`src/rtl/core/wpsc_pkg.sv`:
```
// Package for the wide length-prefixed string checker.
// Holds the byte constants, the frame state enum and the result struct.
// Has no dependencies; every other file of the block uses it.
`default_nettype none

package wpsc_pkg;

  // Byte constants for the checks.
  localparam logic [7:0] PrintLo    = 8'h20;
  localparam logic [7:0] PrintHi    = 8'h7e;
  localparam logic [7:0] MaxShortLen = 8'd2;
  localparam logic [7:0] SpaceLen    = 8'd3;
  localparam logic [7:0] SpaceChar   = 8'h20;

  // Field widths of one result item.
  localparam int unsigned CharW = 7;
  localparam int unsigned LenW  = 9;

  // Frame state: waiting for a length byte or taking body bytes.
  typedef enum logic {
    ST_WAIT_LEN = 1'b0,
    ST_BODY     = 1'b1
  } wpsc_state_e;

  // One result item.
  typedef struct packed {
    logic [CharW-1:0] text_char;
    logic             char_valid;
    logic [CharW-1:0] char_index;
    logic             frame_done;
    logic             string_ok;
    logic [LenW-1:0]  encoded_length;
  } wpsc_result_t;

endpackage

`default_nettype wire

```
`src/rtl/core/wpsc_frame_fsm.sv`:
```
// Frame state machine and per-byte checks of the string checker.
// Holds the frame state, declared length, position and verdict registers.
// Depends on wpsc_pkg.
`default_nettype none

module wpsc_frame_fsm (
  input  wire logic                  clk_i,
  input  wire logic                  rst_ni,
  input  wire logic                  step_i,
  input  wire logic [7:0]            byte_i,
  output wpsc_pkg::wpsc_result_t     res_o
);

  wpsc_pkg::wpsc_state_e state_q, state_d;
  logic [7:0] len_q, len_d;
  logic [7:0] pos_q, pos_d;
  logic       ok_q, ok_d;

  logic [7:0] pos_next;
  logic       is_last;
  logic       byte_bad;
  logic       verdict_ok;

  // State registers update only when an item passes through.
  always_ff @(posedge clk_i or negedge rst_ni) begin
    if (!rst_ni) begin
      state_q <= wpsc_pkg::ST_WAIT_LEN;
      len_q   <= '0;
      pos_q   <= '0;
      ok_q    <= 1'b1;
    end else if (step_i) begin
      state_q <= state_d;
      len_q   <= len_d;
      pos_q   <= pos_d;
      ok_q    <= ok_d;
    end
  end

  assign pos_next = pos_q + 8'd1;
  assign is_last  = (pos_next == len_q);

  // A body byte is bad when it breaks the rule for its position.
  always_comb begin
    if (is_last) begin
      byte_bad = (byte_i != 8'd0);
    end else if (pos_next[0]) begin
      byte_bad = (byte_i < wpsc_pkg::PrintLo) || (byte_i > wpsc_pkg::PrintHi) ||
                 ((len_q == wpsc_pkg::SpaceLen) && (byte_i == wpsc_pkg::SpaceChar));
    end else begin
      byte_bad = (byte_i != 8'd0);
    end
  end

  assign verdict_ok = ok_q && !byte_bad;

  // Next state and the result item for the current byte.
  always_comb begin
    state_d = state_q;
    len_d   = len_q;
    pos_d   = pos_q;
    ok_d    = ok_q;
    res_o   = '0;
    case (state_q)
      wpsc_pkg::ST_WAIT_LEN: begin
        if (byte_i <= wpsc_pkg::MaxShortLen) begin
          res_o.frame_done = 1'b1;
        end else begin
          state_d = wpsc_pkg::ST_BODY;
          len_d   = byte_i;
          pos_d   = '0;
          ok_d    = 1'b1;
        end
      end
      wpsc_pkg::ST_BODY: begin
        pos_d = pos_next;
        ok_d  = verdict_ok;
        if (is_last) begin
          res_o.frame_done = 1'b1;
          if (verdict_ok) begin
            res_o.string_ok      = 1'b1;
            res_o.encoded_length = {1'b0, len_q} + 9'd1;
          end
          state_d = wpsc_pkg::ST_WAIT_LEN;
          len_d   = '0;
          pos_d   = '0;
          ok_d    = 1'b1;
        end else if (pos_next[0]) begin
          // Characters go out even when they fail the check.
          res_o.text_char  = byte_i[6:0];
          res_o.char_valid = 1'b1;
          res_o.char_index = pos_q[7:1];
        end
      end
      default: begin
        state_d = wpsc_pkg::ST_WAIT_LEN;
      end
    endcase
  end

endmodule

`default_nettype wire

```
`src/rtl/core/wpsc_out_reg.sv`:
```
// Result register of the string checker with valid/stall handshake.
// Loads a new item whenever it is empty or its item is being taken.
// Depends on wpsc_pkg.
`default_nettype none

module wpsc_out_reg (
  input  wire logic                  clk_i,
  input  wire logic                  rst_ni,
  input  wire logic                  load_i,
  input  wire wpsc_pkg::wpsc_result_t res_i,
  input  wire logic                  out_stall_i,
  output logic                       out_valid_o,
  output logic                       ready_o,
  output wpsc_pkg::wpsc_result_t     res_o
);

  logic                   valid_q;
  wpsc_pkg::wpsc_result_t res_q;

  // The register can take a new item unless a held item is stalled.
  assign ready_o = !valid_q || !out_stall_i;

  always_ff @(posedge clk_i or negedge rst_ni) begin
    if (!rst_ni) begin
      valid_q <= 1'b0;
    end else if (ready_o) begin
      valid_q <= load_i;
    end
  end

  // Payload carries no reset.
  always_ff @(posedge clk_i) begin
    if (ready_o && load_i) begin
      res_q <= res_i;
    end
  end

  assign out_valid_o = valid_q;
  assign res_o       = res_q;

endmodule

`default_nettype wire

```
`src/rtl/core/wide_pascal_string_checker_core.sv`:
```
// Wide length-prefixed string checker, top level.
// Throughput: one byte per cycle while out_stall_i does not hold the
// result register; an input register feeds one pass of
// compare and counter logic into a result register.
// Reset: rst_ni clears the valid bits of both stages and returns the frame
// state to waiting for a length byte.
`default_nettype none

module wide_pascal_string_checker_core (
  input  wire logic                        clk_i,
  input  wire logic                        rst_ni,
  input  wire logic [7:0]                  data_byte_i,
  input  wire logic                        in_valid_i,
  output logic                             in_stall_o,
  output logic [wpsc_pkg::CharW-1:0]       text_char_o,
  output logic                             char_valid_o,
  output logic [wpsc_pkg::CharW-1:0]       char_index_o,
  output logic                             frame_done_o,
  output logic                             string_ok_o,
  output logic [wpsc_pkg::LenW-1:0]        encoded_length_o,
  output logic                             out_valid_o,
  input  wire logic                        out_stall_i
);

  logic                   in_valid_q;
  logic [7:0]             in_byte_q;
  logic                   adv;
  logic                   step;
  wpsc_pkg::wpsc_result_t res_d;
  wpsc_pkg::wpsc_result_t res_q;

  // The input register moves on when the result register can load.
  assign step       = in_valid_q && adv;
  assign in_stall_o = in_valid_q && !adv;

  always_ff @(posedge clk_i or negedge rst_ni) begin
    if (!rst_ni) begin
      in_valid_q <= 1'b0;
    end else if (!in_stall_o) begin
      in_valid_q <= in_valid_i;
    end
  end

  always_ff @(posedge clk_i) begin
    if (!in_stall_o && in_valid_i) begin
      in_byte_q <= data_byte_i;
    end
  end

  // Per-byte checks and frame state.
  wpsc_frame_fsm u_fsm (
    .clk_i  (clk_i),
    .rst_ni (rst_ni),
    .step_i (step),
    .byte_i (in_byte_q),
    .res_o  (res_d)
  );

  // Result register.
  wpsc_out_reg u_out (
    .clk_i       (clk_i),
    .rst_ni      (rst_ni),
    .load_i      (in_valid_q),
    .res_i       (res_d),
    .out_stall_i (out_stall_i),
    .out_valid_o (out_valid_o),
    .ready_o     (adv),
    .res_o       (res_q)
  );

  assign text_char_o      = res_q.text_char;
  assign char_valid_o     = res_q.char_valid;
  assign char_index_o     = res_q.char_index;
  assign frame_done_o     = res_q.frame_done;
  assign string_ok_o      = res_q.string_ok;
  assign encoded_length_o = res_q.encoded_length;

endmodule

`default_nettype wire
```
`config.mk`:
```
export PLATFORM = sky130hd
export DESIGN_NAME = wide_pascal_string_checker_core
export DESIGN_NICKNAME = d
export VERILOG_FILES = /design/src/rtl/core/wpsc_pkg.sv /design/src/rtl/core/wpsc_frame_fsm.sv /design/src/rtl/core/wpsc_out_reg.sv /design/src/rtl/core/wide_pascal_string_checker_core.sv
export SDC_FILE = /design/constraint.sdc
export NUM_CORES = 1
export LEC_CHECK = 0
export ABC_AREA = 1
export BUFFER_PORTS_ARGS = -buffer_cell sky130_fd_sc_hd__buf_4
export CAP_MARGIN = 0
export CORE_MARGIN = 2
export CORE_UTILIZATION = 24
export CTS_CLUSTER_DIAMETER = 30
export DETAILED_ROUTE_END_ITERATION = 16
export SLEW_MARGIN = 30
export SYNTH_ARGS = -nofsm -noshare
export SYNTH_HDL_FRONTEND = slang
export SYNTH_SLANG_ARGS = --single-unit
```
`constraint.sdc`:
```
create_clock -name clk_i -period 3.45 [get_ports clk_i]
set_clock_uncertainty 0.1 [all_clocks]
set_input_delay 0.5175 -clock clk_i [delete_from_list [all_inputs] [get_ports clk_i]]
set_output_delay 0.5175 -clock clk_i [all_outputs]
set_load 0.01 [all_outputs]
```
==> results by group, run 1 <==
Cells and area
  • Share of final-layout standard cells stronger than drive strength 1: 22.05%
  • Highest-count cells in the layout ignoring fill and taps: 66 x sky130_fd_sc_hd__nand2_1, 40 x sky130_fd_sc_hd__buf_4, 37 x sky130_fd_sc_hd__inv_1
  • Relative area change from synthesis to final layout: 22.38%
  • Number of antenna repair diodes: 0
  • Post-layout net count: 335
  • Commonest non-fill, non-tap cell in the layout: sky130_fd_sc_hd__nand2_1

Logic synthesis
  • Number of distinct library cells after synthesis: 27
  • Post-synthesis sequential area ratio: 58.82%
  • Synthesized Nets: 289
  • Yosys warns: 0
  • Avg Synthesized Cell Area: 9.414 sq um
  • Netlist area before placement: 2589 sq um
  • FF+latch count, synth: 54
  • Post-synthesis instance total: 275

Clocking
  • Post-CTS setup buffer count: 0
  • Cells resized by post-CTS repair: 0
  • Sink count of the clock tree: 54
  • Hold buffers post-CTS: 1
  • Clock Pin Slew Worst Setup and Hold Paths: 0.10 ns
  • Largest buffer count on any clock path: 2
  • Number of H-tree levels: 2
  • Clock root buffer master: sky130_fd_sc_hd__clkbuf_8
  • CTS Buf Count: 5
  • Clk Latency, worst-skew pair: 0.31 ns
  • CTS tree: done

STA
  • Unrepaired setup endpoints after global routing: false
  • Setup Viol. Count Final: 0
  • Number of max-slew violations in the final report: 0
  • Upper clock frequency limit: 415.4 MHz
  • Period minus WS final: 2.407 ns
  • Slew Limit Headroom: 74.64%
  • Worst hold slack after final layout: 0.2732 ns
  • Hold Violations, Final: 0
  • Share of the clock period used by the worst path: 69.78%
  • Sum Neg Setup Slack: 0 ns
  • Transition time of the tightest slew-check pin: 0.3804 ns

Placement
  • Count of port buffers added during placement: 39
  • Routability congestion estimate: 0.8318
  • Post-DP HPWL: 3973 um

Hold path
  • Path type of the worst min-delay path: primary input to register

Power and ir drop
  • Register share of total power: 48.6%
  • Cell internal pwr: 1267 uW
  • Worst supply voltage drop on vdd: 0.2134 mV
  • Switching component of the power: 699.5 uW
  • Proportion of power drawn by combinational gates: 29.6%
  • Portion of total power attributed to the clock network: 21.8%
  • LEAKAGE: 0.001395 uW
  • Net switching share of the total power: 35.58%
  • Power density over cell area: 620.6 nW/um^2

Routing
  • Mean number of vias per cell: 4.181
  • Routed WL per cell: 11.50 um
  • Final Routed Wirelength: 5265 um
  • Number of optimization iterations in the first detailed-route pass: 4
  • Iteration-0 DRC Markers: 124
  • Via Count: 1915
  • Number of design rule violations left after detail routing: 0
  • Antenna Nets Post-Route: 0

Floorplan
  • Die outline width: 107.9 um
  • Die Span Y: 107.9 um
  • # IOs: 40
  • Starting Density: 24.85%
  • Area inside the core boundary: 10420 sq um
  • Number of rows created at floorplan: 37
  • Die area: 11630 sq um

Setup path
  • Crit path launch type: register
  • Reg2Reg Setup Slack: 1.04 ns
  • Maximum fanout along the worst path: 15
  • Crit path cell chain: ha_1 -> nand2_1 -> nor2_1 -> nand2_1 -> nand2_1 -> nand2_1 -> nor2_1 -> nor2_1 -> nand3_2 -> nand2_4 -> inv_2 -> nand2_4 -> nor2_1
  • Max stage delay cell, worst path: sky130_fd_sc_hd__dfrtp_1
  • WS Path Type: register to register
  • Worst setup EP type: register
  • Worst EP required: 3.42 ns
  • Critical path data arrival time: 2.37 ns
  • Largest incremental delay on the critical path: 0.46 ns

Global route
  • Global-route wire length before repair: 8859 um
  • Largest net degree at the start of global routing: 30
  • Number of antenna violations at the first check in global routing: 0
  • Gr ovfl total: 0
  • Global-route usage over all layers: 9.672%
  • Via count of the first global-routing pass: 1850

Status
  • Result of the run: complete, no violations

Flow run
  • Max Cap Viol: 0
[logic make-up (layout without fill, tap and decap cells)]
logic type	count (synthesis)	in the layout	synth area share [%]
simple gates	148	148	26.58
flops	54	54	58.82
buf+inv	42	89	6.380
compound gates	20	20	4.157
xor+xnor	8	8	2.707
fa+ha+maj	2	2	0.9665
mux	1	1	0.3867
[per-stage QoR]
step	total power, uW	std cells	util (%)	cell area [sq um]	worst slack [ns]
6_report	1966	458	30.41	3168	1.043
5_1_grt	2116	458	30.41	3168	0.8497
4_1_cts	1998	458	30.41	3168	1.066
3_5_place_dp	1560	449	29.23	3044	1.081
3_3_place_gp	1549	449	29.23	3044	1.091
2_1_floorplan	1365	275	-	2589	1.229
[final timing paths]
check,from,endpoint,cells past startpoint
min in group asynchronous,rst_ni,u_fsm.pos_q[7]$_DFFE_PN0P_,2
min reg2reg,in_valid_q$_DFFE_PN0N_,u_out.out_valid_o$_DFFE_PN0N_,2
min,data_byte_i[0],in_byte_q[0]$_DFFE_PP_,1
max reg2reg,u_fsm.pos_q[0]$_DFFE_PN0P_,u_out.res_o[23]$_SDFFCE_PP0P_,13
max in group asynchronous,rst_ni,u_fsm.ok_q$_DFFE_PN1P_,2
max,u_fsm.pos_q[0]$_DFFE_PN0P_,u_out.res_o[23]$_SDFFCE_PP0P_,13
[final cells by class]
cell class,instances,area [sq um]
multi-input combinational,179,900.9
clock inverter,3,45.04
tap,136,170.2
sequential,54,1523
fill,1094,7248
inverter,40,150.1
clock buffer,5,68.82
timing repair buffer,41,310.3
[worst max-delay path: cells and delay by family (launching register included)]
family / cells / cell delay (ns)
buffers and inverters: 1 / 0.05
and+or+nand+nor: 11 / 1.28
DFF: 1 / 0.46
adders and majority gates: 1 / 0.26
[Yosys cell counts (all sizes together)]
cell	instances	area share (%)
clkbuf	1	0.14
nand4	7	2.3
nor4	1	0.24
o21ai	16	3.1
dfrtp	19	18
nand3	27	5.4
xnor2	2	0.68
buf	1	0.43
edfxtp	34	39
nor3	1	0.19
mux2i	1	0.39
o21bai	1	0.29
ha	2	0.97
xor2	6	2.0
o22ai	2	0.48
nand2	70	11
o21a	1	0.29
inv	40	5.8
nor2	42	7.5
dfstp	1	1.0
[power groups by stage]
stage                     clock network [uW]  logic (uW)  registers (uW)
after floorplan                            0         409             956
after global placement                     0         582             967
after detailed placement                   0         590             970
after global routing                     472         673             971
after CTS                                449         593             956
final                                    428         583             955
[state kept, by name, indices dropped and copies added (netlist names)]
name / count
u_out.res_o: 26
u_fsm.len_q: 8
u_fsm.state_q: 1
u_fsm.pos_q: 8
in_byte_q: 8
u_fsm.ok_q: 1
in_valid_q: 1
u_out.out_valid_o: 1
[per-layer routing]
| layer | track usage (%) | part of all wire [%] | routed length [um] | up-vias |
|---|---|---|---|---|
| met5 | 0 | 0 | 0 | - |
| met1 | 12.96 | 50 | 2628 | 888 |
| met3 | 1.998 | 3.9 | 204 | 4 |
| met2 | 15.77 | 46 | 2402 | 38 |
| met4 | 2.747 | 0.57 | 30 | 0 |
| li1 | - | - | - | 985 |
Power figures use the tool's default switching activity.
==> run 2, diff against run 1 <==
--- a/config.mk
+++ b/config.mk
@@ -5,7 +5,7 @@
 export SDC_FILE = /design/constraint.sdc
 export NUM_CORES = 1
 export LEC_CHECK = 0
-export ABC_AREA = 1
+export ABC_AREA = 0
 export BUFFER_PORTS_ARGS = -buffer_cell sky130_fd_sc_hd__buf_4
 export CAP_MARGIN = 0
 export CORE_MARGIN = 2
==> constraint.sdc (replaced) <==
create_clock -name clk_i -period 2.15 [get_ports clk_i]
set_clock_uncertainty 0.1 [all_clocks]
set_input_delay 0.3225 -clock clk_i [delete_from_list [all_inputs] [get_ports clk_i]]
set_output_delay 0.3225 -clock clk_i [all_outputs]
set_load 0.01 [all_outputs]
==> results by group, run 2 <==
STA
  • Least setup slack across all paths after layout: -0.2734 ns
  • Upper clock frequency limit: 412.6 MHz
  • Number of max-slew violations in the final report: 0
  • Share of the clock period used by the worst path: 112.7%
  • Period minus WS final: 2.423 ns
  • Setup Viol. Count Final: 44
  • Transition time of the tightest slew-check pin: 0.5454 ns
  • Hold Violations, Final: 0
  • Slew Limit Headroom: 63.51%
  • Unrepaired setup endpoints after global routing: true

Power and ir drop
  • LEAKAGE: 0.001346 uW
  • PnR Total Power: 3068 uW
  • Worst supply voltage drop on vdd: 0.3334 mV
  • Power density over cell area: 920.1 nW/um^2

Logic synthesis
  • Top area cells in the synthesized netlist: sky130_fd_sc_hd__edfxtp_1 41%, sky130_fd_sc_hd__dfrtp_1 19%, sky130_fd_sc_hd__a22o_1 4.9%
  • Avg Synthesized Cell Area: 12.11 sq um
  • Count of flip-flops with a built-in enable after synthesis: 34
  • FF+latch count, synth: 54
  • Most frequent cell after synthesis: sky130_fd_sc_hd__edfxtp_1
  • Post-synthesis instance total: 206
  • Synth top cells by count: 34 x sky130_fd_sc_hd__edfxtp_1, 19 x sky130_fd_sc_hd__dfrtp_1, 18 x sky130_fd_sc_hd__and2_1, 18 x sky130_fd_sc_hd__nor2_1
  • Post-synthesis sequential area ratio: 61.03%
  • Synthesized Nets: 220
  • Yosys top cell by area: sky130_fd_sc_hd__edfxtp_1
  • Netlist area before placement: 2495 sq um
  • Number of distinct library cells after synthesis: 41
  • Share of the synthesized area in the top cell type: 40.92%
  • Dominant register cell in the synthesized netlist: sky130_fd_sc_hd__edfxtp_1
  • Yosys warns: 0
  • Async SR Flop Fraction: 37.04%

Clocking
  • Number of H-tree levels: 2
  • Clock Pin Slew Worst Setup and Hold Paths: 0.09 ns
  • CTS Buf Count: 5
  • Sink count of the clock tree: 54
  • Clk Latency, worst-skew pair: 0.30 ns
  • Largest buffer count on any clock path: 2
  • CTS tree: done
  • Clock root buffer master: sky130_fd_sc_hd__clkbuf_8

Routing
  • Number of optimization iterations in the first detailed-route pass: 4
  • Iteration-0 DRC Markers: 64
  • Final Routed Wirelength: 5249 um
  • Antenna Nets Post-Route: 0
  • Via Count: 1799
  • Number of design rule violations left after detail routing: 0
  • Mean number of vias per cell: 4.345
  • Routed WL per cell: 12.68 um

Setup path
  • Critical path data arrival time: 2.51 ns
  • Maximum fanout along the worst path: 9
  • Worst EP required: 2.24 ns
  • CP Buf/Inv Count: 1
  • Crit path launch type: register
  • Kind of cell with the highest combined delay on the critical path: compound AO/OA/AOI/OAI gates
  • Reg2Reg Setup Slack: -0.27 ns
  • WS Path Type: register to register
  • Largest incremental delay on the critical path: 0.45 ns
  • Worst setup EP type: register
  • Crit path cell chain: ha_4 -> nand3_4 -> or3_1 -> a2111o_1 -> o31ai_4 -> buf_6 -> nor2_4 -> mux2_4
  • Max stage delay cell, worst path: sky130_fd_sc_hd__a2111o_1

Global route
  • Global-route usage over all layers: 9.672%
  • Via count of the first global-routing pass: 1791
  • Largest net degree at the start of global routing: 21
  • Met3 GRT Util: 2.514%
  • Met1 GRT Util: 13.52%
  • Most heavily used metal layer in global routing: met2
  • Met2 Track Usage GR: 15.35%
  • Number of antenna violations at the first check in global routing: 0
  • Gr ovfl total: 0
  • Global-route wire length before repair: 8742 um

Floorplan
  • Number of rows created at floorplan: 37
  • Die Span Y: 106.0 um
  • Die outline width: 106.0 um
  • Area inside the core boundary: 10180 sq um
  • # IOs: 40
  • Die area: 11230 sq um
  • Starting Density: 24.50%

Placement
  • Post-DP HPWL: 3938 um
  • Post-placement worst setup slack: -0.3410 ns
  • Count of port buffers added during placement: 39
  • Placed inst area: 3169 sq um
  • Routability congestion estimate: 0.8729

Cells and area
  • Relative area change from synthesis to final layout: 33.65%
  • Number of antenna repair diodes: 0
  • Post-route cell area: 3334 sq um
  • Fill cell count: 1050
  • Final core occ: 32.74%
  • Largest register FFs: 26
  • Commonest non-fill, non-tap cell in the layout: sky130_fd_sc_hd__buf_4
  • Share of final-layout standard cells stronger than drive strength 1: 35.97%
  • Post-layout net count: 291
  • Highest-count cells in the layout ignoring fill and taps: 67 x sky130_fd_sc_hd__buf_4, 34 x sky130_fd_sc_hd__edfxtp_1, 19 x sky130_fd_sc_hd__and2_1

Hold path
  • Path type of the worst min-delay path: primary input to register

Status
  • Result of the run: finished, violations left
  • Violations in the final reports: negative setup slack

Flow run
  • Max Cap Viol: 0
## run 2: area by class of cell
cell class / count / area (sq um) / area share (%)
sequential: 54 / 1524 / 45.70
clock buffer: 7 / 86.33 / 2.589
inverter: 5 / 18.77 / 0.5629
clock inverter: 1 / 5.005 / 0.1501
multi-input combinational: 139 / 972.2 / 29.16
timing repair buffer: 72 / 558.0 / 16.74
tap: 136 / 170.2 / 5.103
## run 2: metrics by stage
stage	hold slack, ns	setup TNS, ns	cells
2_1_floorplan	-0.07309	-15.16	206
3_3_place_gp	0.1244	-9.736	404
3_5_place_dp	0.1246	-11.89	404
4_1_cts	0.08478	-12.33	414
5_1_grt	0.07486	-14.03	414
6_report	0.09433	-9.284	414
## run 2: repair_timing
| action | CTS | global route |
|---|---|---|
| resized for setup | 4 | 12 |
| hold buffers | 1 | 0 |
| pin swaps | 3 | 2 |
| cloned | 0 | 0 |
| setup buffers | 1 | 0 |
| endpoints found under the hold margin | 19 | 0 |
| setup endpoints to repair | 44 | 44 |
## run 2: power by group
part / internal [uW] / switching (uW) / total, uW
clock network: 261 / 312 / 573
registers: 1280 / 118 / 1400
logic: 552 / 541 / 1090
total: 2100 / 971 / 3070
## run 2: worst paths after layout
| kind | from | endpoint | cells after the start |
|---|---|---|---|
| min reg2reg | in_valid_q$_DFFE_PN0N_ | u_out.out_valid_o$_DFFE_PN0N_ | 1 |
| min | data_byte_i[3] | in_byte_q[3]$_DFFE_PP_ | 1 |
| max reg2reg | u_fsm.pos_q[1]$_DFFE_PN0P_ | u_fsm.pos_q[0]$_DFFE_PN0P_ | 8 |
| max in group asynchronous | rst_ni | u_fsm.ok_q$_DFFE_PN1P_ | 2 |
| max | u_fsm.pos_q[1]$_DFFE_PN0P_ | u_fsm.pos_q[0]$_DFFE_PN0P_ | 8 |
| min in group asynchronous | rst_ni | u_out.out_valid_o$_DFFE_PN0N_ | 2 |
## run 2: logic make-up (layout without fill, tap and decap cells)
family / Yosys count / count (layout) / share of synthesized area [%]
compound gates: 32 / 32 / 10.13
fa+ha+maj: 2 / 2 / 1.003
simple gates: 87 / 87 / 18.76
buf+inv: 13 / 85 / 2.457
xor+xnor: 16 / 16 / 5.617
flops: 54 / 54 / 61.03
mux: 2 / 2 / 1.003
## run 2: metal layers
layer	wire length, um	vias to the layer above
li1	-	884
met1	2594	868
met2	2394	43
met3	233	4
met4	26	0
met5	0	-
## run 2: worst register-to-register path, cell delays in order, from the launching register on
cell and delay, ns:
sky130_fd_sc_hd__dfrtp_1 0.40, sky130_fd_sc_hd__ha_4 0.18, sky130_fd_sc_hd__nand3_4 0.07, sky130_fd_sc_hd__or3_1 0.38, sky130_fd_sc_hd__a2111o_1 0.45, sky130_fd_sc_hd__o31ai_4 0.23, sky130_fd_sc_hd__buf_6 0.18, sky130_fd_sc_hd__nor2_4 0.07
sky130_fd_sc_hd__mux2_4 0.26
